$ cat config.mk
export PLATFORM = sky130hd
export DESIGN_NAME = thermostat_relay_control
export DESIGN_NICKNAME = d
export VERILOG_FILES = /design/src/hdl/trc_pkg.sv /design/src/hdl/trc_ctrl.sv /design/src/hdl/trc_learn.sv /design/src/hdl/thermostat_relay_control.sv
export SDC_FILE = /design/constraint.sdc
export NUM_CORES = 1
export LEC_CHECK = 0
export BUFFER_PORTS_ARGS = -buffer_cell sky130_fd_sc_hd__clkbuf_2
export CORE_MARGIN = 4
export CORE_UTILIZATION = 45
export CTS_CLUSTER_DIAMETER = 100
export DETAILED_ROUTE_END_ITERATION = 12
export GPL_TIMING_DRIVEN = 0
export SYNTH_ARGS = -nofsm -noshare
export SYNTH_HDL_FRONTEND = slang
export SYNTH_HIERARCHICAL = 1
export SYNTH_SLANG_ARGS = --single-unit
$ cat constraint.sdc
create_clock -name clk -period 9.8 [get_ports clk]
set_input_delay 0 -clock clk [delete_from_list [all_inputs] [get_ports clk]]
set_output_delay 0 -clock clk [all_outputs]
set_load 0.01 [all_outputs]
$ cat src/hdl/trc_pkg.sv
// Shared types, codes and constants for the thermostat relay controller.
`default_nettype none

package trc_pkg;

    // Default depth of the learned rate table
    localparam int RATE_TABLE_DEPTH_DEF = 64;

    // Floor sensor valid window and learning limits
    localparam logic [11:0] ADC_HIGH_BAD = 12'd3500;
    localparam logic [11:0] ADC_LOW_BAD  = 12'd20;
    localparam logic [15:0] RATE_SLACK   = 16'd5;
    localparam logic [15:0] RATE_CAP     = 16'd60;
    localparam logic [15:0] MINUTES_MAX  = 16'hFFFF;

    // Offset of the air correction register and of the rate table index
    localparam logic signed [9:0] CORR_ZERO  = 10'sd5;
    localparam logic signed [8:0] INDEX_BASE = 9'sd5;

    // Heat modes
    localparam logic [1:0] MODE_MANUAL     = 2'd0;
    localparam logic [1:0] MODE_PROGRAM    = 2'd1;
    localparam logic [1:0] MODE_ANTIFREEZE = 2'd2;

    // Sensor selections
    localparam logic [1:0] SENS_NONE  = 2'd0;
    localparam logic [1:0] SENS_AIR   = 2'd1;
    localparam logic [1:0] SENS_FLOOR = 2'd2;
    localparam logic [1:0] SENS_BOTH  = 2'd3;

    // Input actions
    localparam logic ACT_MEASURE = 1'b0;
    localparam logic ACT_TICK    = 1'b1;

    // Schedule event marker after reset
    localparam logic [2:0] NO_EVENT = 3'd4;

    // Configuration register indexes
    localparam logic [2:0] REG_OP_MODE          = 3'd0;
    localparam logic [2:0] REG_SENSOR_SEL       = 3'd1;
    localparam logic [2:0] REG_AIR_CORRECTION   = 3'd2;
    localparam logic [2:0] REG_AIR_SETPOINT     = 3'd3;
    localparam logic [2:0] REG_MANUAL_LIMIT     = 3'd4;
    localparam logic [2:0] REG_ANTIFREEZE_LIMIT = 3'd5;

    typedef struct packed {
        logic [1:0] op_mode;
        logic [1:0] sensor_sel;
        logic [3:0] air_correction;
        logic [6:0] air_setpoint;
        logic [6:0] manual_floor_limit;
        logic [6:0] antifreeze_floor_limit;
    } cfg_t;

    typedef struct packed {
        logic              action;
        logic signed [7:0] air_temp;
        logic signed [7:0] floor_temp;
        logic [11:0]       floor_adc;
        logic [1:0]        event_index;
        logic [6:0]        event_target;
    } item_t;

    typedef struct packed {
        logic       heat_relay;
        logic       sensor_fault;
        logic [6:0] program_target;
    } result_t;

    typedef struct packed {
        logic              valid;
        logic signed [8:0] idx;
        logic [15:0]       minutes;
    } learn_req_t;

endpackage

`default_nettype wire

$ cat src/hdl/trc_ctrl.sv
// Relay decision, sensor fault check and program target state for one beat.
`default_nettype none

module trc_ctrl (
    input  wire logic              clk,
    input  wire logic              rst_n,
    input  wire logic              step,
    input  wire trc_pkg::item_t    item,
    input  wire trc_pkg::cfg_t     cfg,
    output trc_pkg::result_t       result,
    output trc_pkg::learn_req_t    learn_req
);
    import trc_pkg::*;

    logic              relay_reg, relay_next;
    logic              fault_reg, fault_next;
    logic [2:0]        last_event_reg, last_event_next;
    logic [6:0]        target_reg, target_next;
    logic signed [7:0] start_temp_reg, start_temp_next;
    logic [15:0]       minutes_reg, minutes_next;

    // Work out the state after the beat held in the input register
    always_comb
    begin
        logic signed [9:0] air;
        logic signed [9:0] floor_t;
        logic signed [9:0] limit;
        logic signed [9:0] setp;
        logic [6:0]        limit_u;
        logic              run;
        logic              prog;
        logic              on_ok;
        logic              off_ok;

        relay_next      = relay_reg;
        fault_next      = fault_reg;
        last_event_next = last_event_reg;
        target_next     = target_reg;
        start_temp_next = start_temp_reg;
        minutes_next    = minutes_reg;
        learn_req       = '0;
        limit_u         = '0;
        run             = 1'b0;
        prog            = 1'b0;
        on_ok           = 1'b0;

        air     = 10'(item.air_temp) + $signed({6'b0, cfg.air_correction}) - CORR_ZERO;
        floor_t = 10'(item.floor_temp);
        setp    = $signed({3'b0, cfg.air_setpoint});

        if (item.action == ACT_TICK)
        begin
            if (minutes_reg != MINUTES_MAX)
                minutes_next = minutes_reg + 16'd1;
        end
        else
        begin
            // Check the floor sensor window
            if (cfg.sensor_sel[1])
                fault_next = (item.floor_adc >= ADC_HIGH_BAD) ||
                             (item.floor_adc <= ADC_LOW_BAD);

            // Pick the floor limit by mode
            case (cfg.op_mode)
                MODE_MANUAL:
                begin
                    run     = 1'b1;
                    limit_u = cfg.manual_floor_limit;
                end
                MODE_ANTIFREEZE:
                begin
                    run     = 1'b1;
                    limit_u = cfg.antifreeze_floor_limit;
                end
                MODE_PROGRAM:
                begin
                    run  = 1'b1;
                    prog = 1'b1;
                    if (last_event_reg != {1'b0, item.event_index})
                    begin
                        last_event_next = {1'b0, item.event_index};
                        target_next     = item.event_target;
                    end
                    limit_u = target_next;
                end
                default:
                begin
                    run = 1'b0;
                end
            endcase
        end

        limit = $signed({3'b0, limit_u});

        // Switch-on condition by sensor selection
        case (cfg.sensor_sel)
            SENS_BOTH:  on_ok = (air < setp) && (floor_t < limit);
            SENS_FLOOR: on_ok = floor_t < limit;
            SENS_AIR:   on_ok = air < limit;
            default:    on_ok = 1'b0;
        endcase

        off_ok = (cfg.sensor_sel[1] && (floor_t > limit)) ||
                 ((cfg.sensor_sel == SENS_BOTH) && (air > setp)) ||
                 ((cfg.sensor_sel == SENS_AIR) && (air > limit));

        if (run)
        begin
            // Switch on first, then off on the updated state
            if (!fault_next && !relay_reg && on_ok)
            begin
                relay_next = 1'b1;
                if (prog)
                begin
                    minutes_next = '0;
                    if (cfg.sensor_sel[1])
                        start_temp_next = item.floor_temp;
                end
            end
            if (relay_next && off_ok)
                relay_next = 1'b0;

            // Close a learning interval once the floor has warmed
            if (prog && cfg.sensor_sel[1] && !fault_next && relay_next &&
                (minutes_next != '0) && (item.floor_temp > start_temp_next))
            begin
                learn_req.valid   = step;
                learn_req.idx     = 9'(start_temp_next) - INDEX_BASE;
                learn_req.minutes = minutes_next;
                start_temp_next   = item.floor_temp;
                minutes_next      = '0;
            end
        end

        result.heat_relay     = relay_next;
        result.sensor_fault   = fault_next;
        result.program_target = target_next;
    end

    // Advance the control state on each beat
    always_ff @(posedge clk or negedge rst_n)
    begin
        if (!rst_n)
        begin
            relay_reg      <= 1'b0;
            fault_reg      <= 1'b0;
            last_event_reg <= NO_EVENT;
            target_reg     <= '0;
            start_temp_reg <= '0;
            minutes_reg    <= '0;
        end
        else if (step)
        begin
            relay_reg      <= relay_next;
            fault_reg      <= fault_next;
            last_event_reg <= last_event_next;
            target_reg     <= target_next;
            start_temp_reg <= start_temp_next;
            minutes_reg    <= minutes_next;
        end
    end

endmodule

`default_nettype wire

$ cat src/hdl/trc_learn.sv
// Rate table of learned minutes per degree with a read-modify-write pipeline.
`default_nettype none

module trc_learn #(
    parameter int RATE_TABLE_DEPTH = trc_pkg::RATE_TABLE_DEPTH_DEF
) (
    input  wire logic                clk,
    input  wire logic                rst_n,
    input  wire trc_pkg::learn_req_t learn_req
);
    import trc_pkg::*;

    localparam int AW = $clog2(RATE_TABLE_DEPTH);

    logic [5:0]                  table_mem [RATE_TABLE_DEPTH];
    logic [RATE_TABLE_DEPTH-1:0] entry_valid_reg;
    logic [5:0]                  rd_data_reg;
    logic                        rd_hit_reg;
    logic                        pend_reg;
    logic [AW-1:0]               pend_addr_reg;
    logic [15:0]                 pend_min_reg;

    logic          rd_en;
    logic [AW-1:0] rd_addr;
    logic [15:0]   cur_rate;
    logic [15:0]   diff;
    logic          wr_en;
    logic [5:0]    wr_data;
    logic          fwd;

    // Drop requests whose index falls outside the table
    always_comb
    begin
        rd_en   = learn_req.valid && !learn_req.idx[8] &&
                  (int'(learn_req.idx[7:0]) < RATE_TABLE_DEPTH);
        rd_addr = learn_req.idx[AW-1:0];
    end

    // Compare the stored rate with the new minutes and decide the write
    always_comb
    begin
        cur_rate = rd_hit_reg ? {10'b0, rd_data_reg} : 16'd0;
        diff     = (cur_rate > pend_min_reg) ? (cur_rate - pend_min_reg)
                                             : (pend_min_reg - cur_rate);
        wr_en    = pend_reg && (diff > RATE_SLACK);
        wr_data  = (pend_min_reg < RATE_CAP) ? pend_min_reg[5:0] : RATE_CAP[5:0];
        fwd      = wr_en && (pend_addr_reg == rd_addr);
    end

    // Table storage with registered read, forwarding a same-cycle write
    always_ff @(posedge clk)
    begin
        if (wr_en)
            table_mem[pend_addr_reg] <= wr_data;
        if (rd_en)
        begin
            rd_data_reg   <= fwd ? wr_data : table_mem[rd_addr];
            pend_addr_reg <= rd_addr;
            pend_min_reg  <= learn_req.minutes;
        end
    end

    // Track written entries; unwritten ones read as zero
    always_ff @(posedge clk or negedge rst_n)
    begin
        if (!rst_n)
        begin
            entry_valid_reg <= '0;
            rd_hit_reg      <= 1'b0;
            pend_reg        <= 1'b0;
        end
        else
        begin
            pend_reg <= rd_en;
            if (rd_en)
                rd_hit_reg <= entry_valid_reg[rd_addr] || fwd;
            if (wr_en)
                entry_valid_reg[pend_addr_reg] <= 1'b1;
        end
    end

endmodule

`default_nettype wire

$ cat src/hdl/thermostat_relay_control.sv
// Floor heating relay controller: input and result registers around the decision logic.
//
// Usage:
//   Input channel (in_valid/in_ready) carries one beat per measurement update
//   (action = 0: air and floor temperatures, floor converter word, schedule
//   event) or per one-minute tick (action = 1).
//   Result channel (out_valid/out_ready) returns one beat per input beat:
//   relay state, floor sensor fault flag and the latched program target.
//   Configuration is written through cfg_we/cfg_index/cfg_data, one register
//   per cycle, while no beat is in flight.
// Timing:
//   out_valid rises when the beat moves from the input register into the result
//   register, which can wait while the result slot is held. One beat per cycle is
//   sustained while the receiver takes each result; the state update is
//   combinational between those two registers.
//   Learning writes go through a separate read-modify-write on the rate table
//   (registered read, then compare and write) and never hold up the channels.
// Reset and stalls:
//   Reset clears relay, fault and learning state, marks all rate table entries
//   unwritten at once so they read as zero, and loads the default configuration.
//   When the receiver stalls, the result holds and one more beat waits in the input register.
`default_nettype none

module thermostat_relay_control #(
    parameter int RATE_TABLE_DEPTH = trc_pkg::RATE_TABLE_DEPTH_DEF
) (
    input  wire logic              clk,
    input  wire logic              rst_n,
    input  wire logic              cfg_we,
    input  wire logic [2:0]        cfg_index,
    input  wire logic [6:0]        cfg_data,
    input  wire logic              in_valid,
    output logic                   in_ready,
    input  wire logic              action,
    input  wire logic signed [7:0] air_temp,
    input  wire logic signed [7:0] floor_temp,
    input  wire logic [11:0]       floor_adc,
    input  wire logic [1:0]        event_index,
    input  wire logic [6:0]        event_target,
    output logic                   out_valid,
    input  wire logic              out_ready,
    output logic                   heat_relay,
    output logic                   sensor_fault,
    output logic [6:0]             program_target
);
    import trc_pkg::*;

    cfg_t       cfg_reg;
    logic       in_valid_reg;
    item_t      item_reg;
    logic       out_valid_reg;
    result_t    result_reg;
    result_t    result_next;
    learn_req_t learn_req;
    logic       advance;

    // Move a beat forward when the result slot is free or being taken
    assign advance  = in_valid_reg && (!out_valid_reg || out_ready);
    assign in_ready = !in_valid_reg || advance;

    // Configuration registers
    always_ff @(posedge clk or negedge rst_n)
    begin
        if (!rst_n)
        begin
            cfg_reg.op_mode                <= MODE_MANUAL;
            cfg_reg.sensor_sel             <= SENS_BOTH;
            cfg_reg.air_correction         <= 4'd5;
            cfg_reg.air_setpoint           <= 7'd22;
            cfg_reg.manual_floor_limit     <= 7'd28;
            cfg_reg.antifreeze_floor_limit <= 7'd7;
        end
        else if (cfg_we)
        begin
            case (cfg_index)
                REG_OP_MODE:          cfg_reg.op_mode                <= cfg_data[1:0];
                REG_SENSOR_SEL:       cfg_reg.sensor_sel             <= cfg_data[1:0];
                REG_AIR_CORRECTION:   cfg_reg.air_correction         <= cfg_data[3:0];
                REG_AIR_SETPOINT:     cfg_reg.air_setpoint           <= cfg_data;
                REG_MANUAL_LIMIT:     cfg_reg.manual_floor_limit     <= cfg_data;
                REG_ANTIFREEZE_LIMIT: cfg_reg.antifreeze_floor_limit <= cfg_data;
                default:              cfg_reg                        <= cfg_reg;
            endcase
        end
    end

    // Input register valid flag and result register valid flag
    always_ff @(posedge clk or negedge rst_n)
    begin
        if (!rst_n)
        begin
            in_valid_reg  <= 1'b0;
            out_valid_reg <= 1'b0;
        end
        else
        begin
            if (in_ready)
                in_valid_reg <= in_valid;
            if (advance)
                out_valid_reg <= 1'b1;
            else if (out_ready)
                out_valid_reg <= 1'b0;
        end
    end

    // Capture the input beat and the result payload
    always_ff @(posedge clk)
    begin
        if (in_ready && in_valid)
        begin
            item_reg.action       <= action;
            item_reg.air_temp     <= air_temp;
            item_reg.floor_temp   <= floor_temp;
            item_reg.floor_adc    <= floor_adc;
            item_reg.event_index  <= event_index;
            item_reg.event_target <= event_target;
        end
        if (advance)
            result_reg <= result_next;
    end

    trc_ctrl u_ctrl (
        .clk       (clk),
        .rst_n     (rst_n),
        .step      (advance),
        .item      (item_reg),
        .cfg       (cfg_reg),
        .result    (result_next),
        .learn_req (learn_req)
    );

    trc_learn #(
        .RATE_TABLE_DEPTH (RATE_TABLE_DEPTH)
    ) u_learn (
        .clk       (clk),
        .rst_n     (rst_n),
        .learn_req (learn_req)
    );

    assign out_valid      = out_valid_reg;
    assign heat_relay     = result_reg.heat_relay;
    assign sensor_fault   = result_reg.sensor_fault;
    assign program_target = result_reg.program_target;

endmodule

`default_nettype wire
==> reports/results.txt <==
Routability-driven placement finished with a final weighted congestion of 0.824. The register with the most flip-flops in the layout has 38 of them. The worst setup path is captured at a flip-flop.

TritonCTS built the clock tree. The core footprint was 0.00982 mm^2. The critical path is of the reg -> reg type. The first global-routing pass estimated 15400 um of wire. The post-synth net total is 446, and the synthesized cell area is 0.00458 mm^2. In this run the deepest clock path goes through 2 buffers. For the setup slack of the worst register-to-register path, the log shows 5.03 ns. Across all layers, the routed design uses 3128 vias.

The H-tree was split into 3 levels. For the all-layer global routing usage, the log shows 16.8%. The logs give 9410 um for the final wirelength and 0.112 ns for the post-route worst hold slack. The post-CTS clock slew at the launch and capture registers of the worst setup and hold paths was 0.10 ns.

The logs give 46.6% for the initial standard-cell utilization of the core and 9 for the CTS buffer count. For this block, the initial DRC count from the detailed router was 109. The worst hold path belongs to the class in -> reg.

Across the VDD grid, the largest voltage drop is 0.114 mV. The tools report the root cell of the clock tree as sky130_fd_sc_hd__clkbuf_8. For this run, the detailed router's first-pass iteration total came to 4.

The run gives 556 as the number of cells after detailed placement. Number of buffers inserted by port buffering: 63. The count of buffers added by post-CTS timing repair for setup is 0. The startpoint of the lowest-slack hold path is cfg_index[2].

The tools report the number of hold violations in the final report as 0. Setup violations remaining at the end of the flow were counted as 0. In the final routed layout, each cell accounts on average for 15.2 um.

In the synthesized netlist, the number of instances is 360. The number of gates resized after CTS was 0. The run gives 0 as the max-cap check violation count. The chip height came out at 109 um. After routing, the total negative slack on setup checks comes to 0 ns. Capturing instance or port of the critical path: heat_relay. The horizontal die dimension was 109 um; the total design power was 1160 uW.

The pin count of the biggest net entering global routing is 44, and the detailed-route DRC error count is 0. Relative to the synthesized area, the layout overhead comes to 25.3%. 64 I/O pins were placed. For this design the ratio of total power to cell area is 203 mW/mm^2.

The tools report the final standard cell utilization of the core as 58.4%. The run gives 0.0143 ns as the worst setup skew after layout. Setup repair after global routing left no endpoint under its margin. In the finished design, the share of the clock period the worst path needs comes to 48.7%.

The worst-case headroom to the max-slew limit is 12.5%, and the number of vias per cell after detailed routing is 5.04. The synthesized area per cell is 12.7 um^2, and the maximum clock rate is 0.210 GHz. The worst path needs 4.77 ns of the cycle, external delays included. Data on the critical path arrives at its endpoint at 4.89 ns. The worst register-to-register path has a depth of 15. For the worst setup path, the data required time is 9.92 ns. The flow ran to the end, and the final reports show no timing, DRC or antenna violations. Excluding fillers, the count of instances in the completed layout stands at 621. The initial antenna violation count came out at 0. Tracing the worst setup path back leads to its startpoint at item_reg[8]. The worst flop-to-flop path startpoint is item_reg[8]. The run gives 3206 as the number of global-route vias before repair. The count of yosys warnings during synthesis was 6; the largest fanout on the critical path was 8. The die covers 0.0118 mm^2. The endpoint identified for the worst register-to-register timing path is heat_relay.

CTS saw 90 sinks. The run gives 0 as the final-report max-slew violation count. Once detail routing completed, the nets flagged for antenna violations numbered 0. For this run the aggregate overflow at the end of global routing stands at 0. The number of core rows came out at 36. The final layout contains 569 nets. Of the cells placed in the final design, the portion with a size suffix greater than 1 is 31.4%.

In this run the static leakage power is 0.00242 uW. STA classifies the critical path startpoint as a flip-flop. The actual slew at the worst max-slew pin is 1.30 ns, and the antenna cell count is 0. The estimated wirelength of the detail-placed design was 6830 um; the latest clock arrival within the worst-skew pair was 0.35 ns.
layer usage:
| layer | wire length [um] | GRT usage, % | share of wire, % |
|---|---|---|---|
| met3 | 291 | 3.55 | 3.1 |
| met2 | 4820 | 29.0 | 51 |
| met4 | 54 | 3.88 | 0.57 |
| met5 | 0 | 0 | 0 |
| met1 | 4250 | 21.7 | 45 |
timing repair:
item | CTS | global route
endpoints found under the setup margin | 0 | 0
hold buffers | 49 | 0
hold endpoints to repair | 90 | 0
worst min path at each step:
| stage | endpoint | cells past startpoint |
|---|---|---|
| finish | cfg_reg[27] | 3 |
| global route | cfg_reg[28] | 3 |
| CTS | cfg_reg[27] | 3 |
| detailed placement | item_reg[12] | 1 |
| global placement | item_reg[2] | 1 |
| floorplan | cfg_reg[12] | 0 |
power breakdown:
group          switching (uW)  leakage [uW]  internal (uW)
logic                     203       0.00139            194
clock network             144     0.0000901           97.2
registers                40.0      0.000947            486
total                     387       0.00242            777
layout make-up:
cell class | instances | area [um^2]
buffer | 12 | 56.3
clock buffer | 9 | 124
clock inverter | 7 | 60.1
fill | 852 | 4090
inverter | 27 | 101
multi-input combinational | 231 | 1920
sequential | 90 | 2500
tap | 133 | 166
timing repair buffer | 112 | 806
worst max-delay path: stages (launching register included):
cell and delay (ns):
sky130_fd_sc_hd__edfxtp_1 0.40, sky130_fd_sc_hd__xor2_1 0.17, sky130_fd_sc_hd__nor3_1 1.02, sky130_fd_sc_hd__mux2i_1 0.27, sky130_fd_sc_hd__a211oi_1 0.33, sky130_fd_sc_hd__a21oi_1 0.09, sky130_fd_sc_hd__or2_2 0.34, sky130_fd_sc_hd__ha_1 0.33
sky130_fd_sc_hd__a211oi_1 0.11, sky130_fd_sc_hd__a211oi_1 0.22, sky130_fd_sc_hd__o21ai_0 0.20, sky130_fd_sc_hd__a31oi_1 0.26, sky130_fd_sc_hd__o32ai_2 0.10, sky130_fd_sc_hd__o221a_2 0.28, sky130_fd_sc_hd__mux2_2 0.27, sky130_fd_sc_hd__buf_4 0.13
placed cells by master (no fill, tap or decap), types with 3 or more instances in the layout:
| cell | instances |
|---|---|
| sky130_fd_sc_hd__clkbuf_2 | 63 |
| sky130_fd_sc_hd__dlygate4sd3_1 | 49 |
| sky130_fd_sc_hd__edfxtp_1 | 47 |
| sky130_fd_sc_hd__mux2_2 | 34 |
| sky130_fd_sc_hd__ha_1 | 32 |
| sky130_fd_sc_hd__dfrtp_1 | 29 |
| sky130_fd_sc_hd__nor2_1 | 28 |
| sky130_fd_sc_hd__inv_1 | 27 |
| sky130_fd_sc_hd__a21oi_1 | 22 |
| sky130_fd_sc_hd__a211oi_1 | 15 |
| sky130_fd_sc_hd__dfstp_2 | 14 |
| sky130_fd_sc_hd__clkbuf_8 | 9 |
| sky130_fd_sc_hd__o21ai_0 | 9 |
| sky130_fd_sc_hd__clkbuf_1 | 8 |
| sky130_fd_sc_hd__nand2b_1 | 7 |
| sky130_fd_sc_hd__mux2_4 | 7 |
| sky130_fd_sc_hd__mux2i_1 | 7 |
| sky130_fd_sc_hd__nand2_1 | 7 |
| sky130_fd_sc_hd__or2_2 | 7 |
| sky130_fd_sc_hd__nor3_1 | 5 |
| sky130_fd_sc_hd__nand3_1 | 5 |
| sky130_fd_sc_hd__nor2b_1 | 4 |
| sky130_fd_sc_hd__xor2_1 | 4 |
| sky130_fd_sc_hd__buf_4 | 3 |
| sky130_fd_sc_hd__o211ai_1 | 3 |
per-stage QoR:
step	worst slack [ns]	cell area, um^2
finish	5.03	5730
floorplan	5.69	4580
detailed placement	5.06	5060
CTS	5.03	5730
global placement	5.09	5060
global route	4.56	5730
(Power assumes the default switching activity.)
